--- src/design/rdp_pkg.sv ---
`timescale 1ns / 1ps
package rdp_pkg;

	localparam int MAX_FIGURES_DEF = 64;
	localparam int MAX_DIM_DEF     = 1024;
	localparam int QUEUE_DEPTH     = 2;

	localparam int COORD_W = 12;
	localparam int EXT_W   = 11;
	localparam int SHADE_W = 8;
	localparam int DIM_W   = 11;
	localparam int TOTAL_W = 7;

	localparam logic [DIM_W-1:0] WIDTH_RST  = 11'd1024;
	localparam logic [DIM_W-1:0] HEIGHT_RST = 11'd1024;

	typedef enum logic [1:0] {
		CMD_CLEAR = 2'd0,
		CMD_RECT  = 2'd1,
		CMD_DISK  = 2'd2,
		CMD_QUERY = 2'd3
	} cmd_t;

	typedef enum logic [1:0] {
		ST_OK      = 2'd0,
		ST_FULL    = 2'd1,
		ST_OUTSIDE = 2'd2
	} status_t;

	typedef enum logic [1:0] {
		CFG_WIDTH      = 2'd0,
		CFG_HEIGHT     = 2'd1,
		CFG_BACKGROUND = 2'd2
	} cfg_idx_t;

	typedef enum logic {
		BK_IDLE,
		BK_SCAN
	} back_state_t;

	// classified command as it travels from front to back
	typedef struct packed {
		cmd_t                      cmd;
		logic signed [COORD_W-1:0] x;
		logic signed [COORD_W-1:0] y;
		logic [EXT_W-1:0]          ea;
		logic [EXT_W-1:0]          eb;
		logic [SHADE_W-1:0]        shade;
		logic                      outside;
	} entry_t;

	typedef struct packed {
		logic                      is_disk;
		logic signed [COORD_W-1:0] x;
		logic signed [COORD_W-1:0] y;
		logic [EXT_W-1:0]          ea;
		logic [EXT_W-1:0]          eb;
		logic [SHADE_W-1:0]        shade;
	} fig_t;

	// handshake between queue and back end
	typedef struct packed {
		logic valid;
		logic pop;
	} q_ctl_t;

endpackage

--- src/design/rdp_queue.sv ---
`timescale 1ns / 1ps
module rdp_queue import rdp_pkg::*; #(
	parameter int DEPTH = QUEUE_DEPTH
) (
	input  logic   clk,
	input  logic   arst_n,
	input  logic   push_valid,
	output logic   push_ready,
	input  entry_t push_entry,
	output q_ctl_t ctl_out,
	input  logic   pop,
	output entry_t head
);

	localparam int PW = (DEPTH > 1) ? $clog2(DEPTH) : 1;
	localparam int FW = $clog2(DEPTH + 1);

	entry_t          slot_q [DEPTH];
	logic [PW-1:0]   wr_ptr_q, rd_ptr_q;
	logic [FW-1:0]   fill_q;
	logic            do_push, do_pop;

	assign push_ready    = (fill_q != FW'(DEPTH));
	assign do_push       = push_valid & push_ready;
	assign do_pop        = pop & (fill_q != '0);
	assign ctl_out.valid = (fill_q != '0);
	assign ctl_out.pop   = do_pop;
	assign head          = slot_q[rd_ptr_q];

	always_ff @(posedge clk or negedge arst_n) begin
		if (!arst_n) begin
			wr_ptr_q <= '0;
			rd_ptr_q <= '0;
			fill_q   <= '0;
		end else begin
			if (do_push) begin
				wr_ptr_q <= (wr_ptr_q == PW'(DEPTH - 1)) ? '0 : wr_ptr_q + 1'b1;
			end
			if (do_pop) begin
				rd_ptr_q <= (rd_ptr_q == PW'(DEPTH - 1)) ? '0 : rd_ptr_q + 1'b1;
			end
			if (do_push && !do_pop) begin
				fill_q <= fill_q + 1'b1;
			end else if (do_pop && !do_push) begin
				fill_q <= fill_q - 1'b1;
			end
		end
	end

	always_ff @(posedge clk) begin
		if (do_push) begin
			slot_q[wr_ptr_q] <= push_entry;
		end
	end

endmodule

--- config.mk ---
export PLATFORM = sky130hd
export DESIGN_NAME = rdp_queue
export DESIGN_NICKNAME = d
export VERILOG_FILES = /design/src/design/rdp_pkg.sv /design/src/design/rdp_queue.sv
export SDC_FILE = /design/constraint.sdc
export NUM_CORES = 1
export LEC_CHECK = 0
export BUFFER_PORTS_ARGS = -buffer_cell sky130_fd_sc_hd__clkbuf_2
export CORE_MARGIN = 2
export CORE_UTILIZATION = 40
export CTS_CLUSTER_SIZE = 8
export DETAILED_ROUTE_END_ITERATION = 8
export PLACE_DENSITY = 0.72
export SYNTH_ARGS = -nofsm -noshare
export SYNTH_HDL_FRONTEND = slang
export SYNTH_SLANG_ARGS = --single-unit
--- constraint.sdc ---
create_clock -name clk -period 5.6 [get_ports clk]
set_clock_uncertainty 0.15 [all_clocks]
set_input_delay 0.28 -clock clk [delete_from_list [all_inputs] [get_ports clk]]
set_output_delay 0.28 -clock clk [all_outputs]
set_load 0.1 [all_outputs]
== Word level (Yosys, flattened, before mapping) ==
Memories as Yosys holds them, arrays and structs flattened.
Index checks and enable logic that the tools add are counted.
W data, S select, Z words.

* Input port bits: 61
* Word-level logic and storage cells: 23
* Output and inout port bits: 60
* Memories kept: 1
* Register bits after elaboration: 4
* Bits in writable memories: 114

* Add/subtract/negate cells: 4
* Mux-type cells: 6
* Reduce and logical (&&, ||, !) cells: 6
* Bitwise logic cells: 2
* Equality and inequality tests: 1

{| class="wikitable"
|+ Memory list
! name !! words !! bits a word !! rd ports !! clocked after Yosys merged registers in !! wr ports !! RTL line !! text
|-
| slot_q || 2 || 57 || 1 || 0 || 1 || rdp_queue.sv:18 || <nowiki>entry_t slot_q [DEPTH];</nowiki>
|}

{| class="wikitable"
|+ Operator list
! kind !! count
|-
| $mux W1 || 4
|-
| $mux W2 || 2
|-
| $reduce_bool A2 Y1 || 2
|-
| $add A1 B1 Y1 const B || 2
|-
| $add A2 B1 Y2 const B || 1
|-
| $and A1 B1 Y1 || 2
|-
| $logic_and A1 B1 Y1 || 2
|-
| $logic_not A1 Y1 || 2
|-
| $ne A2 B2 Y1 const B || 1
|-
| $sub A2 B1 Y2 const B || 1
|}

== Logic depth before layout (Yosys ltp) ==
* Depth in word-level cells: 6
* Gate-level depth with buffers: 7
* Depth with buffers taken out: 7

== Worst setup path before layout ==
OpenSTA, ideal clock, no wires.

* Path kind: register -> register
* Start point: register fill_q[0]
* End point: memory slot_q[0][0] in the netlist's numbering, enable pin
* Stages on the path, launching flop included: 4
* Buffers on the path: 0
* Data arrival time: 3.877 ns
* Setup slack: 1.101 ns
* Cells stage by stage: dfrtp_1 -> nand2b_1 -> nand2_1 -> nor2_1

* Longest elaborated chain between the ends: 4

{| class="wikitable"
|+ Ends and longest elaborated chain
! item !! RTL line !! text
|-
| start, declared || rdp_queue.sv:20 || <nowiki>logic [FW-1:0] fill_q;</nowiki>
|-
| start signal, assigned || rdp_queue.sv:43 || <nowiki>fill_q <= fill_q + 1'b1;</nowiki>
|-
| start signal, assigned || rdp_queue.sv:45 || <nowiki>fill_q <= fill_q - 1'b1;</nowiki>
|-
| $ne A2 B2 Y1 || rdp_queue.sv:23 || <nowiki>assign push_ready = (fill_q != FW'(DEPTH));</nowiki>
|-
| via push_ready || rdp_queue.sv:8 || <nowiki>output logic push_ready,</nowiki>
|-
| $and A1 B1 Y1 || rdp_queue.sv:24 || <nowiki>assign do_push = push_valid & push_ready;</nowiki>
|-
| $mux W1 || rdp_queue.sv:51 || <nowiki>if (do_push) begin</nowiki>
|-
| $mux W1 (implied by the code) || rdp_queue.sv:52 || <nowiki>slot_q[wr_ptr_q] <= push_entry;</nowiki>
|-
| end, declared || rdp_queue.sv:18 ||
|}

The timed path passes the listed nets, and every way through them passes these cells.

==> results.cfg <==
[sta]
fmax_mhz = 326
rsz0062_at_grt = false
drv_slew = 0
setup_tns_ns = 0
setup_violations = 0
fin_crit_ns = 3.06
min_period_over_period_pct = 54.7
hold_viol_final = 0
tightest_slew_ns = 0.792
slew_headroom_pct = 47.2

[synthesis]
ys_warn_count = 0
synth-seq-cells = 118
synth_area_um2 = 4390
seq_area_frac_synth_pct = 80.2
ys_types = 16
syn_area_per_cell_um2 = 22.3
synth_top_area_share_pct = 77.9
synthTopCellsByArea = edfxtp_1 (78%), mux2_2 (9.5%), mux2_4 (6.8%), dfrtp_1 (2.3%), buf_6 (0.77%)
syn-num-nets = 259
synthCells = 197
synth_area_leader_cell = edfxtp_1

[setup_path]
required_ns = 5.17
worstSetupPathType = register to primary output
start_kind = register
worst_setup_path_end_kind = primary output
worstPathArrival_ns = 2.63
crit_fanout = 36

[die]
rows = 38
dieArea_um2 = 11800
core_um2 = 10800
die_w_um = 109
start_util_pct = 40.7
die_y_um = 109
top_level_ports = 121

[cts]
htree_levels = 4
clkSinkCount = 118
cts_tree = built
cts_root_buffer = clkbuf_8
clkLatencyLatePin_ns = 0.49
cts_buffers = 17
clockBufferDepth = 2
path_clk_slew_ns = 0.05

[grt]
antenna_found_initial = 0
grt.total_usage_pct = 13.9
grt_max_degree = 58
grt_first_pass_wirelength_um = 12000
grt_pass1_vias = 2572
grt_overflow_total = 0

[drt]
met1_length_um = 3130
vias = 2437
drc_errors = 0
antenna_left = 0
drtPass1Iterations = 4
drt_iter0_drc = 98
drt_wl_total_um = 7880
maxUsedRoutingLayer = met4
wl_met3_um = 374
wl_met2_um = 4320
wire_per_inst_um = 14.4
viasPerCell = 4.47

[outcome]
outcome = finished, final reports clean

[flow_run]
cap_violations = 0

[placed_design]
io_buffers = 120
dp_hpwl_um = 4630
routabilityCongestion = 0.646

[finish]
final_cell_mix = clkbuf_2 (120), edfxtp_1 (114), dlygate4sd3_1 (61)
drive_above_1_share_pct = 51.6
final_common_cell = clkbuf_2
nets = 455
antenna_cells = 0
syn2layout_area_growth_pct = 43.7

[worst_hold_path]
hp-class = register to register
layer usage:
| metal | vias up | global-route usage, % |
|---|---|---|
| met4 | 0 | 5.95 |
| met5 | - | 0 |
| met3 | 5 | 5.20 |
| met2 | 78 | 24.5 |
| met1 | 1183 | 14.9 |
| li1 | 1171 | - |
state kept, by name, indices dropped and copies added, names as in the netlist:
signal	count
slot_q	114
fill_q	2
rd_ptr_q	1
wr_ptr_q	1
synth_stat cells:
master,count
edfxtp_1,114
mux2_2,37
mux2_4,20
dfrtp_1,4
buf_2,3
buf_6,3
xnor2_1,3
inv_1,2
nand2_1,2
nor2_1,2
xor2_1,2
and3_1,1
buf_4,1
ha_1,1
nand2b_1,1
or2_2,1
final timing paths:
path / start / slack, ns / to / cells after the start
max in group asynchronous: arst_n / 4.57 / rd_ptr_q / 3
hold reg to reg: fill_q[1] / 0.34 / fill_q[1] / 1
hold / removal: fill_q[1] / 0.34 / fill_q[1] / 1
min in group asynchronous: arst_n / 0.53 / wr_ptr_q / 3
setup reg to reg: fill_q[0] / 3.30 / slot_q[0][13] / 4
setup / recovery: rd_ptr_q / 2.54 / head[52] / 3
worst max-delay path, stage by stage, from the launching register on:
cell and delay [ns]:
dfrtp_2 0.74, buf_4 0.56, mux2_2 0.40, clkbuf_2 0.37
layout make-up:
cell class | count | area [µm²]
fillers | 829 | 4480
flip-flops and latches | 118 | 3520
repair buffers | 184 | 1230
multi-input cells | 70 | 816
clock buffers | 19 | 422
well taps | 140 | 175
clock inverters | 12 | 136
inverters | 2 | 7.51
cell families (layout without fill, tap and decap cells):
group,after synthesis,in the layout,synth area share [%]
xor+xnor,5,5,0.997
simple gates,7,7,0.769
buf+inv,9,217,1.45
flops,118,118,80.2
mux,57,57,16.3
fa+ha+maj,1,1,0.285
metrics by stage:
stage                     worst slack [ns]  hold WS (ns)  instances  util, %  instance area, µm²
final                                 2.54         0.341        545     58.5                6310
after global routing                  2.37         0.329        545     58.5                6310
after CTS                             2.47         0.329        545     58.5                6310
after detailed placement              3.01       -0.0494        453     47.7                5150
after global placement                3.01       -0.0536        453     47.7                5150
after floorplan                       1.10        -0.166        197        -                4390
repair_timing:
item,4_1_cts,5_1_grt
hold buffers,61,0
hold endpoints to repair,120,0
setup buffers,0,0
gates resized for setup,0,0
Power is not shown: default switching activity piles up to over one toggle a cycle in this logic, so the estimate is an artifact.
