**src/design/rdp_pkg.sv**
```systemverilog
`timescale 1ns / 1ps
package rdp_pkg;

	localparam int MAX_FIGURES_DEF = 64;
	localparam int MAX_DIM_DEF     = 1024;
	localparam int QUEUE_DEPTH     = 2;

	localparam int COORD_W = 12;
	localparam int EXT_W   = 11;
	localparam int SHADE_W = 8;
	localparam int DIM_W   = 11;
	localparam int TOTAL_W = 7;

	localparam logic [DIM_W-1:0] WIDTH_RST  = 11'd1024;
	localparam logic [DIM_W-1:0] HEIGHT_RST = 11'd1024;

	typedef enum logic [1:0] {
		CMD_CLEAR = 2'd0,
		CMD_RECT  = 2'd1,
		CMD_DISK  = 2'd2,
		CMD_QUERY = 2'd3
	} cmd_t;

	typedef enum logic [1:0] {
		ST_OK      = 2'd0,
		ST_FULL    = 2'd1,
		ST_OUTSIDE = 2'd2
	} status_t;

	typedef enum logic [1:0] {
		CFG_WIDTH      = 2'd0,
		CFG_HEIGHT     = 2'd1,
		CFG_BACKGROUND = 2'd2
	} cfg_idx_t;

	typedef enum logic {
		BK_IDLE,
		BK_SCAN
	} back_state_t;

	// classified command as it travels from front to back
	typedef struct packed {
		cmd_t                      cmd;
		logic signed [COORD_W-1:0] x;
		logic signed [COORD_W-1:0] y;
		logic [EXT_W-1:0]          ea;
		logic [EXT_W-1:0]          eb;
		logic [SHADE_W-1:0]        shade;
		logic                      outside;
	} entry_t;

	typedef struct packed {
		logic                      is_disk;
		logic signed [COORD_W-1:0] x;
		logic signed [COORD_W-1:0] y;
		logic [EXT_W-1:0]          ea;
		logic [EXT_W-1:0]          eb;
		logic [SHADE_W-1:0]        shade;
	} fig_t;

	// handshake between queue and back end
	typedef struct packed {
		logic valid;
		logic pop;
	} q_ctl_t;

endpackage

```
**src/design/rdp_front.sv**
```systemverilog
`timescale 1ns / 1ps
module rdp_front import rdp_pkg::*; #(
	parameter int MAX_DIM = MAX_DIM_DEF
) (
	input  logic                      clk,
	input  logic                      arst_n,
	input  logic                      in_valid,
	output logic                      in_stall,
	input  logic [1:0]                cmd,
	input  logic signed [COORD_W-1:0] pos_x,
	input  logic signed [COORD_W-1:0] pos_y,
	input  logic [EXT_W-1:0]          extent_a,
	input  logic [EXT_W-1:0]          extent_b,
	input  logic [SHADE_W-1:0]        shade,
	input  logic [DIM_W-1:0]          image_width,
	input  logic [DIM_W-1:0]          image_height,
	output logic                      push_valid,
	input  logic                      push_ready,
	output entry_t                    push_entry
);

	localparam logic [COORD_W-1:0] DIM_LIM = COORD_W'(MAX_DIM);

	logic               vld_s1;
	entry_t             entry_s1;
	entry_t             entry_d;
	logic               accept;
	logic [COORD_W-1:0] w_lim, h_lim;
	cmd_t               cmd_in;

	assign cmd_in = cmd_t'(cmd);

	always_comb begin
		w_lim = ({1'b0, image_width} > DIM_LIM) ? DIM_LIM : {1'b0, image_width};
		h_lim = ({1'b0, image_height} > DIM_LIM) ? DIM_LIM : {1'b0, image_height};
		entry_d.cmd     = cmd_in;
		entry_d.x       = pos_x;
		entry_d.y       = pos_y;
		entry_d.ea      = extent_a;
		entry_d.eb      = (cmd_in == CMD_DISK) ? '0 : extent_b;
		entry_d.shade   = shade;
		// negative coordinates have the top bit set, so they also fail the limit compare
		entry_d.outside = pos_x[COORD_W-1] | pos_y[COORD_W-1] |
			($unsigned(pos_x) >= w_lim) | ($unsigned(pos_y) >= h_lim);
	end

	assign in_stall   = vld_s1 & ~push_ready;
	assign accept     = in_valid & ~in_stall;
	assign push_valid = vld_s1;
	assign push_entry = entry_s1;

	always_ff @(posedge clk or negedge arst_n) begin
		if (!arst_n) begin
			vld_s1 <= 1'b0;
		end else if (accept) begin
			vld_s1 <= 1'b1;
		end else if (push_ready) begin
			vld_s1 <= 1'b0;
		end
	end

	always_ff @(posedge clk) begin
		if (accept) begin
			entry_s1 <= entry_d;
		end
	end

endmodule

```
**config.mk**
```make
export PLATFORM = sky130hd
export DESIGN_NAME = rdp_front
export DESIGN_NICKNAME = d
export VERILOG_FILES = /design/src/design/rdp_pkg.sv /design/src/design/rdp_front.sv
export SDC_FILE = /design/constraint.sdc
export NUM_CORES = 1
export LEC_CHECK = 0
export ABC_AREA = 1
export BUFFER_PORTS_ARGS = -buffer_cell sky130_fd_sc_hd__buf_2
export CORE_AREA = 5 5 93 95
export DETAILED_ROUTE_END_ITERATION = 16
export DIE_AREA = 0 0 98 100
export PLACE_DENSITY_LB_ADDON = 0.25
export SLEW_MARGIN = 40
export SYNTH_ARGS = -nofsm -noshare
export SYNTH_HDL_FRONTEND = slang
export SYNTH_SLANG_ARGS = --single-unit
```
**constraint.sdc**
```tcl
create_clock -name clk -period 5.1 [get_ports clk]
set_input_delay 0.51 -clock clk [delete_from_list [all_inputs] [get_ports clk]]
set_output_delay 0.51 -clock clk [all_outputs]
set_load 0.01 [all_outputs]
```
### Word level (Yosys, flattened, before mapping)

Cells that the tools add are included.
W data, S select, Z words.

| word-level totals | value |
|---|---|
| flip-flop bits (word level) | 58 |
| input bits | 82 |
| output and inout port bits | 59 |

| cells by class | value |
|---|---|
| $lt $le $gt $ge | 4 |
| equality and inequality tests | 1 |
| muxes and demuxes | 4 |
| bitwise logic cells | 7 |
| reduce and logical (&&, ||, !) cells | 1 |

Operator list:

| cell | number |
|---|---|
| $ge A12 B11 Y1 | 2 |
| $gt A11 B11 Y1 const B | 2 |
| $mux W11 | 2 |
| $or A1 B1 Y1 | 3 |
| $and A1 B1 Y1 | 2 |
| $eq A2 B2 Y1 const B | 1 |
| $mux W1 | 2 |
| $not A1 Y1 | 2 |
| $reduce_bool A2 Y1 | 1 |

### Depth between registers and ports, before layout

Gate-level depths: netlist of the first run.

| logic depth | value |
|---|---|
| depth after elaboration | 5 |
| mapped depth | 13 |

### Worst setup path after synthesis of the first run

No wires, ideal clock.

| timing | value |
|---|---|
| path kind | input to register |
| start point | in push_ready |
| end point | reg entry_s1 (netlist bit push_entry[0]), enable pin |
| arrival time | 3067 ps |
| required time | 4628 ps |
| path slack | 1561 ps |
| stages | 4 |
| buffers on the path | 0 |
| cells stage by stage | inv_1 > nand2_1 > inv_1 > nor2_1 |

| between the ends | value |
|---|---|
| word-level cells in the longest chain between the ends | 4 |

Ends and longest elaborated chain:

| item | RTL line | source |
|---|---|---|
| start: declaration | rdp_front.sv:18 | `input logic push_ready,` |
| $not A1 Y1 | rdp_front.sv:47 | `assign in_stall = vld_s1 & ~push_ready;` |
| $and A1 B1 Y1 | rdp_front.sv:47 |  |
| net in_stall | rdp_front.sv:8 | `output logic in_stall,` |
| $not A1 Y1 | rdp_front.sv:48 | `assign accept = in_valid & ~in_stall;` |
| $and A1 B1 Y1 | rdp_front.sv:48 |  |
| net accept | rdp_front.sv:27 | `logic accept;` |
| end signal: assignment | rdp_front.sv:64 | `entry_s1 <= entry_d;` |
| end: declaration | rdp_front.sv:25 | `entry_t entry_s1;` |

The timed path passes the listed nets, and every way through them passes these cells.
A chain may end at the register's enable or synchronous reset.

### Worst setup path after layout of the first run

| timing | value |
|---|---|
| start point | reg vld_s1 (netlist: push_valid) |
| end point | reg entry_s1 (netlist bit push_entry[24]), enable pin |

| between the ends | value |
|---|---|
| word-level cells in the longest chain between the ends | 3 |

Ends and longest elaborated chain:

| item | RTL line | source |
|---|---|---|
| start: declaration | rdp_front.sv:24 | `logic vld_s1;` |
| start signal: assignment | rdp_front.sv:54 | `vld_s1 <= 1'b0;` |
| start signal: assignment | rdp_front.sv:56 | `vld_s1 <= 1'b1;` |
| start signal: assignment | rdp_front.sv:58 | `vld_s1 <= 1'b0;` |
| $and A1 B1 Y1 | rdp_front.sv:47 |  |
| $not A1 Y1 | rdp_front.sv:48 |  |
| $and A1 B1 Y1 | rdp_front.sv:48 |  |
| net accept | rdp_front.sv:27 |  |

The timed path passes the listed nets, and every way through them passes these cells.

==> results of run 1 <==
-- through the flow --
stage | total power [mW] | cells | hold WS (ns)
after global placement | 0.7187 | 468 | 0.2853
after detailed placement | 0.7221 | 468 | 0.2883
after CTS | 1.247 | 485 | 0.3376
final | 1.227 | 485 | 0.3553
after global routing | 1.283 | 485 | 0.3389
after floorplan | 0.6465 | 226 | 0.2144
-- power by group --
group / internal, mW / switching, mW / leakage, nW
Clock: 0.326 / 0.191 / 0.117
Combinational: 0.0640 / 0.0839 / 1.14
Sequential: 0.556 / 0.00538 / 0.554
-- kinds of logic (layout without fill, tap and decap cells) --
logic type / count (synthesis) / in the layout / synth area share, %
AOI/OAI and AO/OA: 7 / 7 / 2.191
buffers and inverters: 39 / 196 / 5.622
DFF: 58 / 58 / 66.13
and+or+nand+nor: 100 / 100 / 15.58
adders and majority gates: 22 / 22 / 10.48
-- area by class of cell --
class | count | area share (%)
timing repair buffer | 142 | 19.32
clock inverter | 6 | 3.097
clock buffer | 10 | 3.433
multi-input combinational | 129 | 20.16
sequential | 58 | 46.72
tap | 102 | 3.433
inverter | 38 | 3.837
-- metal layers --
layer	wire [um]	global-route usage (%)	share of wire, %	vias up
li1	-	-	-	1043
met1	2543	14.01	42	889
met2	2971	21.26	49	91
met3	484	3.405	8.0	3
met4	27	5.431	0.45	0
met5	0	0	0	-
-- cell usage in the layout (no fill, tap or decap), drive strengths merged --
master | netlist | layout
nor2 | 31 | 31
buf | 1 | 141
nand2 | 61 | 61
dlygate4sd3 | 0 | 1
inv | 38 | 38
dfrtp | 1 | 1
o21ai | 3 | 3
edfxtp | 57 | 57
bufinv | 0 | 3
a21oi | 4 | 4
clkinv | 0 | 2
clkbuf | 0 | 10
nand3 | 4 | 4
ha | 22 | 22
clkinvlp | 0 | 1
and2 | 3 | 3
nor3 | 1 | 1
-- final timing paths --
| path | endpoint | slack [ns] | cells past startpoint |
|---|---|---|---|
| max | push_entry[24]$_DFFE_PP_ | 3.12 | 4 |
| min | push_entry[29]$_DFFE_PP_ | 0.36 | 1 |
| max reg2reg | push_entry[24]$_DFFE_PP_ | 3.12 | 4 |
| min reg2reg | push_valid$_DFFE_PN0P_ | 0.49 | 2 |
| max in group asynchronous | push_valid$_DFFE_PN0P_ | 4.51 | 2 |
| min in group asynchronous | push_valid$_DFFE_PN0P_ | 0.50 | 2 |
-- flip-flops by register name, summed over array words and instances, names as in the netlist --
name        count
push_entry     57
push_valid      1
-- worst reg2reg max path: cells and delay by family (launching register included) --
kind,cells,cell delay [ns]
buffers and inverters,2,0.58
and+or+nand+nor,2,0.68
DFF,1,0.37
==> run metrics, run 1 <==
clk slew on worst S/H paths=about 0.070 ns; DIE HEIGHT=100 um; 1st-pass router iterations=4; HP Class=in -> reg; CP Launch Type=flop; post-CTS setup buffers=0; Final setup violation count=0; placed cell areas=approximately 3500 um2; Routed Wire Length=6026 um; Slew Limit Headroom=between 40% and 50%; RSZ-0062 raised after global routing=no; Die Area=roughly 10000 um2; port buffer count=between 100 and 150; Seq/Total Area, Yosys=around 66%; initial core utilization=approximately 34%; Pins Over Slew Limit=0; Fmax=between 500 and 600 MHz; global-route wire length before repair=9370 um; most numerous cell in the Yosys netlist=nand2_1; Worst Setup SP=push_valid$_DFFE_PN0P_; GR Util All Layers=between 10% and 20%; Syn Nets=330; Critical path buffers and inverters=2; DR iter-0 viols=32; status=finished clean; Critical Path AT=1.97 ns; area of the core=around 7600 um2; period utilisation layout=between 30 and 40%; Max-Cap Viols=0; Yosys top cell area share=approximately 65%; post-route ant nets=0; slowest CP cell=nor2_4; post_cts resized=0; multi-input logic area=between 700 and 800 um2; CP max stage delay=0.59 ns; FILL cells=751; worst slew pin tran=approximately 0.78 ns; Period minus WS final=~2 ns; PwrDens=between 300 and 400 nW/um2; RR Startpoint=push_valid$_DFFE_PN0P_; TritonCTS clock tree=done; Syn Std Cell Area=2626 um2; Chip Width=roughly 98 um; pin count of the biggest net entering global routing=33; Area growth syn-to-layout=41.54%; crit path capture type=flop; global route total overflow=0; routed len/inst=about 12 um; Hold Startpoint=extent_a[9]; Final Hold Vio Count=0; clk buf depth=2; Ys Warns=0; Post-synth top cells=61 x nand2_1, 57 x edfxtp_1, 38 x inv_1, 27 x nor2_1, 22 x ha_1; CP top delay family=simple AND/OR/NAND/NOR gates; Crit Path Class=reg -> reg; post-synth cell types=15; Final Util=slightly below 50%; Final Cell Area=~3700 um2; DP Wirelength=4801 um; syn_area_per_cell=11.62 um2; Fin Clk Skew=0.007487 ns; Mapped Cells=around 230; Skew-Pair Late Insertion Delay=roughly 0.33 ns; DRC=0; # clock sinks=a little under 60; FF+latch area=approximately 1700 um2; # hold bufs at CTS=1; critical path peak fanout=32; Async SR Flop Fraction=around 1.7%; routability cong.=about 0.76; Post-synth EDFFs=57; VDD IR max=around 0.00015 V; setup ws final=around 3.1 ns; Leak Pwr=between 1.5 and 2 nW; Final #Nets=around 480; initial antenna violation count=0; worst slack at placement=roughly 2.8 ns; Synth area leader=edfxtp_1; CP cell instances=nand2_1 > inv_1 > nor2_4 > buf_4; WP data required=between 5 and 6 ns; Top Ports=141; htree depth=3; register bit total from synthesis=58; Clk Tree Root Cell=clkbuf_8; fraction of layout cells with a size suffix above 1=between 40 and 50%; Post-synth top flop=edfxtp_1; vias post-DR=2,026; CTS Buf Count=9; Ant. Diodes=0; setup TNS=0 ns; Vias/cell=approximately 4.2; top cells by area, synth=edfxtp_1 65%, ha_1 10%, nand2_1 8.7%; vias in the first global route=between 2,000 and 2,500; std cell rows=32
Note: power is estimated with default switching activity, not from simulation.
==> run 2, diff against run 1 <==
==> constraint.sdc (replaced) <==
create_clock -name clk -period 1.81 [get_ports clk]
set_input_delay 0.181 -clock clk [delete_from_list [all_inputs] [get_ports clk]]
set_output_delay 0.181 -clock clk [all_outputs]
set_load 0.01 [all_outputs]
==> run 2 against run 1 <==
Against the previous run:
- via count up 1.9%
- critical path depth up 8
- total power rose to 2.7 times the previous value
- core utilization up 0.61 points
- non-clock buffer count up 9
- largest cell class unchanged
==> run metrics, run 2 (synthesized netlist as in run 1, its figures left out) <==
Die Area=between 9000 and 10,000 um2; Critical Path AT=roughly 1.7 ns; CP Launch Type=input pin; clk buf depth=2; DR iter-0 viols=38; Max-Cap Viols=0; worst slew pin tran=about 0.7 ns; Area growth syn-to-layout=43.31%; crit path capture type=flop; global-route wire length before repair=~9300 um; worst slack at placement=-0.1902 ns; initial core utilization=about 34%; global route total overflow=0; Fin Clk Skew=approximately 0.0084 ns; Fmax=slightly above 600 MHz; Chip Width=roughly 98 um; TritonCTS clock tree=done; status=finished clean; total placed cells including tap cells=477; Final #Nets=between 400 and 500; Top Ports=approximately 140; Pins Over Slew Limit=0; Skew-Pair Late Insertion Delay=0.32 ns; std cell rows=32; GR Util All Layers=12.35%; DIE HEIGHT=100 um; fraction of layout cells with a size suffix above 1=44.39%; Routed Wire Length=6106 um; # clock sinks=58; clk slew on worst S/H paths=roughly 0.060 ns; critical path peak fanout=9; HP Class=in -> reg; pin count of the biggest net entering global routing=39; most common cell after layout, fill and taps aside=buf_2; Final setup violation count=0; Period minus WS final=roughly 1.6 ns; post-route ant nets=0; fin cells=roughly 500; post-CTS setup buffers=0; DRC=0; CTS Buf Count=9; htree depth=3; max FFs per register=57; period utilisation layout=88.62%; Clk Tree Root Cell=clkbuf_8; WP data required=~1.9 ns; FILL cells=735; RSZ-0062 raised after global routing=no; area of the core=7647 um2; Final Hold Vio Count=0; routability cong.=between 0.8 and 0.9; setup ws final=0.2060 ns; most frequent cells in the layout=140 x buf_2, 61 x nand2_1, 57 x edfxtp_1, 37 x inv_1, 26 x nor2_1; DP Wirelength=between 4000 and 5000 um; VDD IR max=around 0.00038 V; vias post-DR=slightly above 2,000; routed len/inst=about 12 um; 1st-pass router iterations=4; vias in the first global route=just over 2,000; Slew Limit Headroom=~52%; Vias/cell=between 4 and 5; Crit Path Class=in -> reg; initial antenna violation count=0; Leak Pwr=~1.8 nW; port buffer count=140; Ant. Diodes=0; PwrDens=approximately 870 nW/um2
[run 2: final cells by class]
| class | count | area (um2) | share of cell area (%) |
|---|---|---|---|
| tap | 102 | 127.6 | 3.391 |
| inverter | 38 | 142.6 | 3.790 |
| clock buffer | 10 | 127.6 | 3.391 |
| multi-input combinational | 129 | 749.5 | 19.91 |
| clock inverter | 6 | 81.33 | 2.161 |
| sequential | 58 | 1737 | 46.14 |
| timing repair buffer | 151 | 798.3 | 21.21 |
[run 2: critical path: stages]
cell	delay [ns]
buf_2	0.11
nor2_2	0.12
nand3_2	0.10
o21ai_4	0.25
nand2_1	0.08
ha_1	0.29
nand2_1	0.09
nor2_1	0.05
nor2_1	0.08
nand2_1	0.07
a21oi_1	0.16
nand3_1	0.09
[run 2: per-stage QoR]
| step | TNS, ns | util (%) | hold slack (ns) | power [mW] | area, um2 |
|---|---|---|---|---|---|
| 6_report | 0 | 49.21 | 0.03075 | 3.285 | 3764 |
| 5_1_grt | 0 | 49.21 | 0.002377 | 3.460 | 3764 |
| 4_1_cts | 0 | 49.21 | 0.005783 | 3.351 | 3764 |
| 3_5_place_dp | -0.1902 | 46.35 | -0.04294 | 2.058 | 3545 |
| 3_3_place_gp | -0.1909 | 46.35 | -0.04432 | 2.047 | 3545 |
| 2_1_floorplan | -1.113 | - | -0.1146 | 1.820 | 2634 |
[run 2: where the power goes]
| part | total [mW] | internal [mW] | switching [mW] |
|---|---|---|---|
| logic | 0.436 | 0.198 | 0.238 |
| clock network | 1.27 | 0.766 | 0.500 |
| registers | 1.58 | 1.57 | 0.0165 |
[run 2: routing by layer]
layer	vias to the layer above	wire length [um]	track usage, %
met3	8	502	3.683
met2	88	2967	20.31
met5	-	0	0
met1	908	2534	14.68
li1	1060	-	-
met4	0	102	6.390
[run 2: repair_timing]
item / in CTS / in global routing
hold endpoints to repair: 1 / 0
resized for setup: 0 / 0
hold buffers: 1 / 0
[run 2: worst paths after layout]
check	from	to	slack, ns	depth (start not counted)
setup / recovery	image_height[2]	push_entry[0]$_DFFE_PP_	0.21	12
hold / removal	extent_a[2]	push_entry[22]$_DFFE_PP_	0.03	1
setup reg to reg	push_valid$_DFFE_PN0P_	push_entry[42]$_DFFE_PP_	0.54	4
hold reg to reg	push_valid$_DFFE_PN0P_	push_valid$_DFFE_PN0P_	0.51	2
max in group asynchronous	arst_n	push_valid$_DFFE_PN0P_	1.56	2
min in group asynchronous	arst_n	push_valid$_DFFE_PN0P_	0.17	2
==> run 3, diff against run 2 <==
==> constraint.sdc (replaced) <==
create_clock -name clk -period 1.81 [get_ports clk]
set_input_delay 0.543 -clock clk [delete_from_list [all_inputs] [get_ports clk]]
set_output_delay 0.543 -clock clk [all_outputs]
set_load 0.01 [all_outputs]
==> run 3 against run 2 <==
Against the previous run:
- the flow now finishes with violations (setup timing)
- sequential share of layout area fell by 2.5 points
- non-clock buffer count did not move
- die area did not move
- hold slack improved by 0.35 ns
- core utilization rose by 2.9 points
- critical path depth rose by 3
- clock power rose by 3%
- routed wire length rose by 4.3%
- sequential power barely moved
- largest cell class unchanged
- highest routed layer unchanged
==> run metrics, run 3 (synthesized netlist as in run 1, its figures left out) <==
status=complete, but fails checks; failing checks=setup timing; vias in the first global route=approximately 2,100; CP cell instances=buf_2 > nor2_4 > nand2_2 > o21ai_4 > buf_4 > nand2_1 > ha_1 > nand2_1 > inv_1 > nand2_1 > nand2_1 > nand2_1 > nand2_1 > inv_1 > nand3_1; Logic pwr share=between 10% and 20%; Slew Limit Headroom=83.17%; DR iter-0 viols=36; CP Launch Type=input pin; Power Total=3.385 mW; DR WL met3=~500 um; crit path capture type=flop; fin cells=approximately 500; clk slew on worst S/H paths=about 0.070 ns; Final Util=around 52%; port buffer count=140; most common cell after layout, fill and taps aside=buf_2; Vias/cell=4.257; switch share=between 20% and 30%; Skew-Pair Late Insertion Delay=0.33 ns; Clk Tree Root Cell=clkbuf_8; Fmax=between 500 and 600 MHz; fraction of layout cells with a size suffix above 1=approximately 49%; Final Hold Vio Count=0; max FFs per register=57; Final setup violation count=1; most frequent CP cell=nand2_1; Area growth syn-to-layout=51.64%; # clock sinks=just under 60; met1 wire length=approximately 2500 um; Top Ports=~140; WP data required=1.89 ns; HP Class=in -> reg; DIE HEIGHT=approximately 100 um; met2 wire len=around 3300 um; period utilisation layout=100.7%; most frequent cells in the layout=135 x buf_2, 57 x nand2_1, 57 x edfxtp_1, 36 x inv_1, 20 x nor2_1; pin count of the biggest net entering global routing=34; vias post-DR=between 2,000 and 2,500; GR Util All Layers=12.75%; PwrDens=approximately 850 nW/um2; htree depth=3; Crit Path Class=in -> reg; clk buf depth=2; Chip Width=98 um; Routed Wire Length=about 6400 um; initial antenna violation count=0; Fin Clk Skew=0.01088 ns; routed len/inst=between 10 and 15 um; DRC=0; area of the core=between 7000 and 8000 um2; critical path peak fanout=4; Final #Nets=about 490; internal power=2.563 mW; initial core utilization=34.34%; global route total overflow=0; slowest CP cell=ha_1; Ant. Diodes=0; switching power total=between 800 and 900 uW; Pins Over Slew Limit=0; Clk pwr share=38.8%; worst slew pin tran=between 0.2 and 0.3 ns; global-route wire length before repair=about 9800 um; Die Area=9800 um2; Leak Pwr=about 1.9 nW; setup ws final=-0.01223 ns; CP max stage delay=between 0.2 and 0.3 ns; Flop pwr share=between 40% and 50%; post-route ant nets=0; DP Wirelength=4934 um; routability cong.=0.7356; Period minus WS final=1.822 ns; Max-Cap Viols=0; std cell rows=32; Critical Path AT=1.90 ns; total placed cells including tap cells=474; VDD IR max=approximately 0.00041 V; 1st-pass router iterations=4; CTS Buf Count=9; RSZ-0062 raised after global routing=yes; TritonCTS clock tree=done; FILL cells=714; Top Layer Used=met4
## run 3: cell types whose count changed in the layout (fill, tap and decap cells not counted), moves of 3 or more
cell,change
nor2_1,-6
buf_2,-5
ha_4,+3
nand2_1,-4
ha_1,-3
buf_6,+5
nor2_4,+9
nor2_2,-3
## run 3: layout make-up
class                      count  area, um2  share of cell area, %
clock buffer                   9      123.9                  3.110
clock inverter                 7      92.59                  2.325
inverter                      38      157.7                  3.959
multi-input combinational    130      894.6                  22.46
sequential                    58       1737                  43.61
tap                          102      127.6                  3.205
timing repair buffer         151      849.6                  21.33
## run 3: power by group through the flow
stage | Sequential [mW] | Combinational, mW | Clock [mW]
2_1_floorplan | 1.66 | 0.172 | 0
3_3_place_gp | 1.61 | 0.454 | 0
3_5_place_dp | 1.61 | 0.460 | 0
4_1_cts | 1.58 | 0.477 | 1.35
5_1_grt | 1.59 | 0.553 | 1.42
6_report | 1.58 | 0.491 | 1.31
## run 3: per-layer routing
metal / track usage [%] / up-vias
li1: - / 1064
met4: 5.751 / 0
met1: 14.68 / 950
met3: 4.170 / 9
met2: 21.68 / 84
met5: 0 / -
## run 3: critical path: cells and delay by family
kind / cells / cell delay (ns)
buffers and inverters: 4 / 0.37
adders and majority gates: 1 / 0.27
AOI/OAI and AO/OA: 1 / 0.18
and+or+nand+nor: 9 / 0.54
## run 3: path summary, 6_finish.rpt
check,start,endpoint,slack [ns],depth (start not counted)
hold reg to reg,push_valid$_DFFE_PN0P_,push_valid$_DFFE_PN0P_,0.53,2
min in group asynchronous,arst_n,push_valid$_DFFE_PN0P_,0.51,2
setup / recovery,image_width[8],push_entry[0]$_DFFE_PP_,-0.01,15
max in group asynchronous,arst_n,push_valid$_DFFE_PN0P_,1.22,2
hold / removal,extent_a[1],push_entry[21]$_DFFE_PP_,0.38,1
setup reg to reg,push_valid$_DFFE_PN0P_,push_entry[22]$_DFFE_PP_,0.57,4
## run 3: repair_timing
item / in CTS / in global routing
gates cloned: 1 / 0
pin swaps: 1 / 5
hold buffers: 1 / 0
hold endpoints to repair: 1 / 0
gates resized for setup: 12 / 14
endpoints found under the setup margin: 1 / 1
setup buffers: 0 / 3
## run 3: through the flow
| stage | setup TNS, ns | instance area (um2) | setup slack, ns | hold slack [ns] |
|---|---|---|---|---|
| after global placement | -0.4823 | 3600 | -0.4823 | 0.3190 |
| after global routing | -0.1144 | 3983 | -0.1144 | 0.3586 |
| after CTS | -0.05273 | 3886 | -0.05273 | 0.3628 |
| after detailed placement | -0.5009 | 3600 | -0.5009 | 0.3234 |
| final | -0.01223 | 3983 | -0.01223 | 0.3806 |
| after floorplan | -6.531 | 2699 | -0.1264 | 0.2474 |
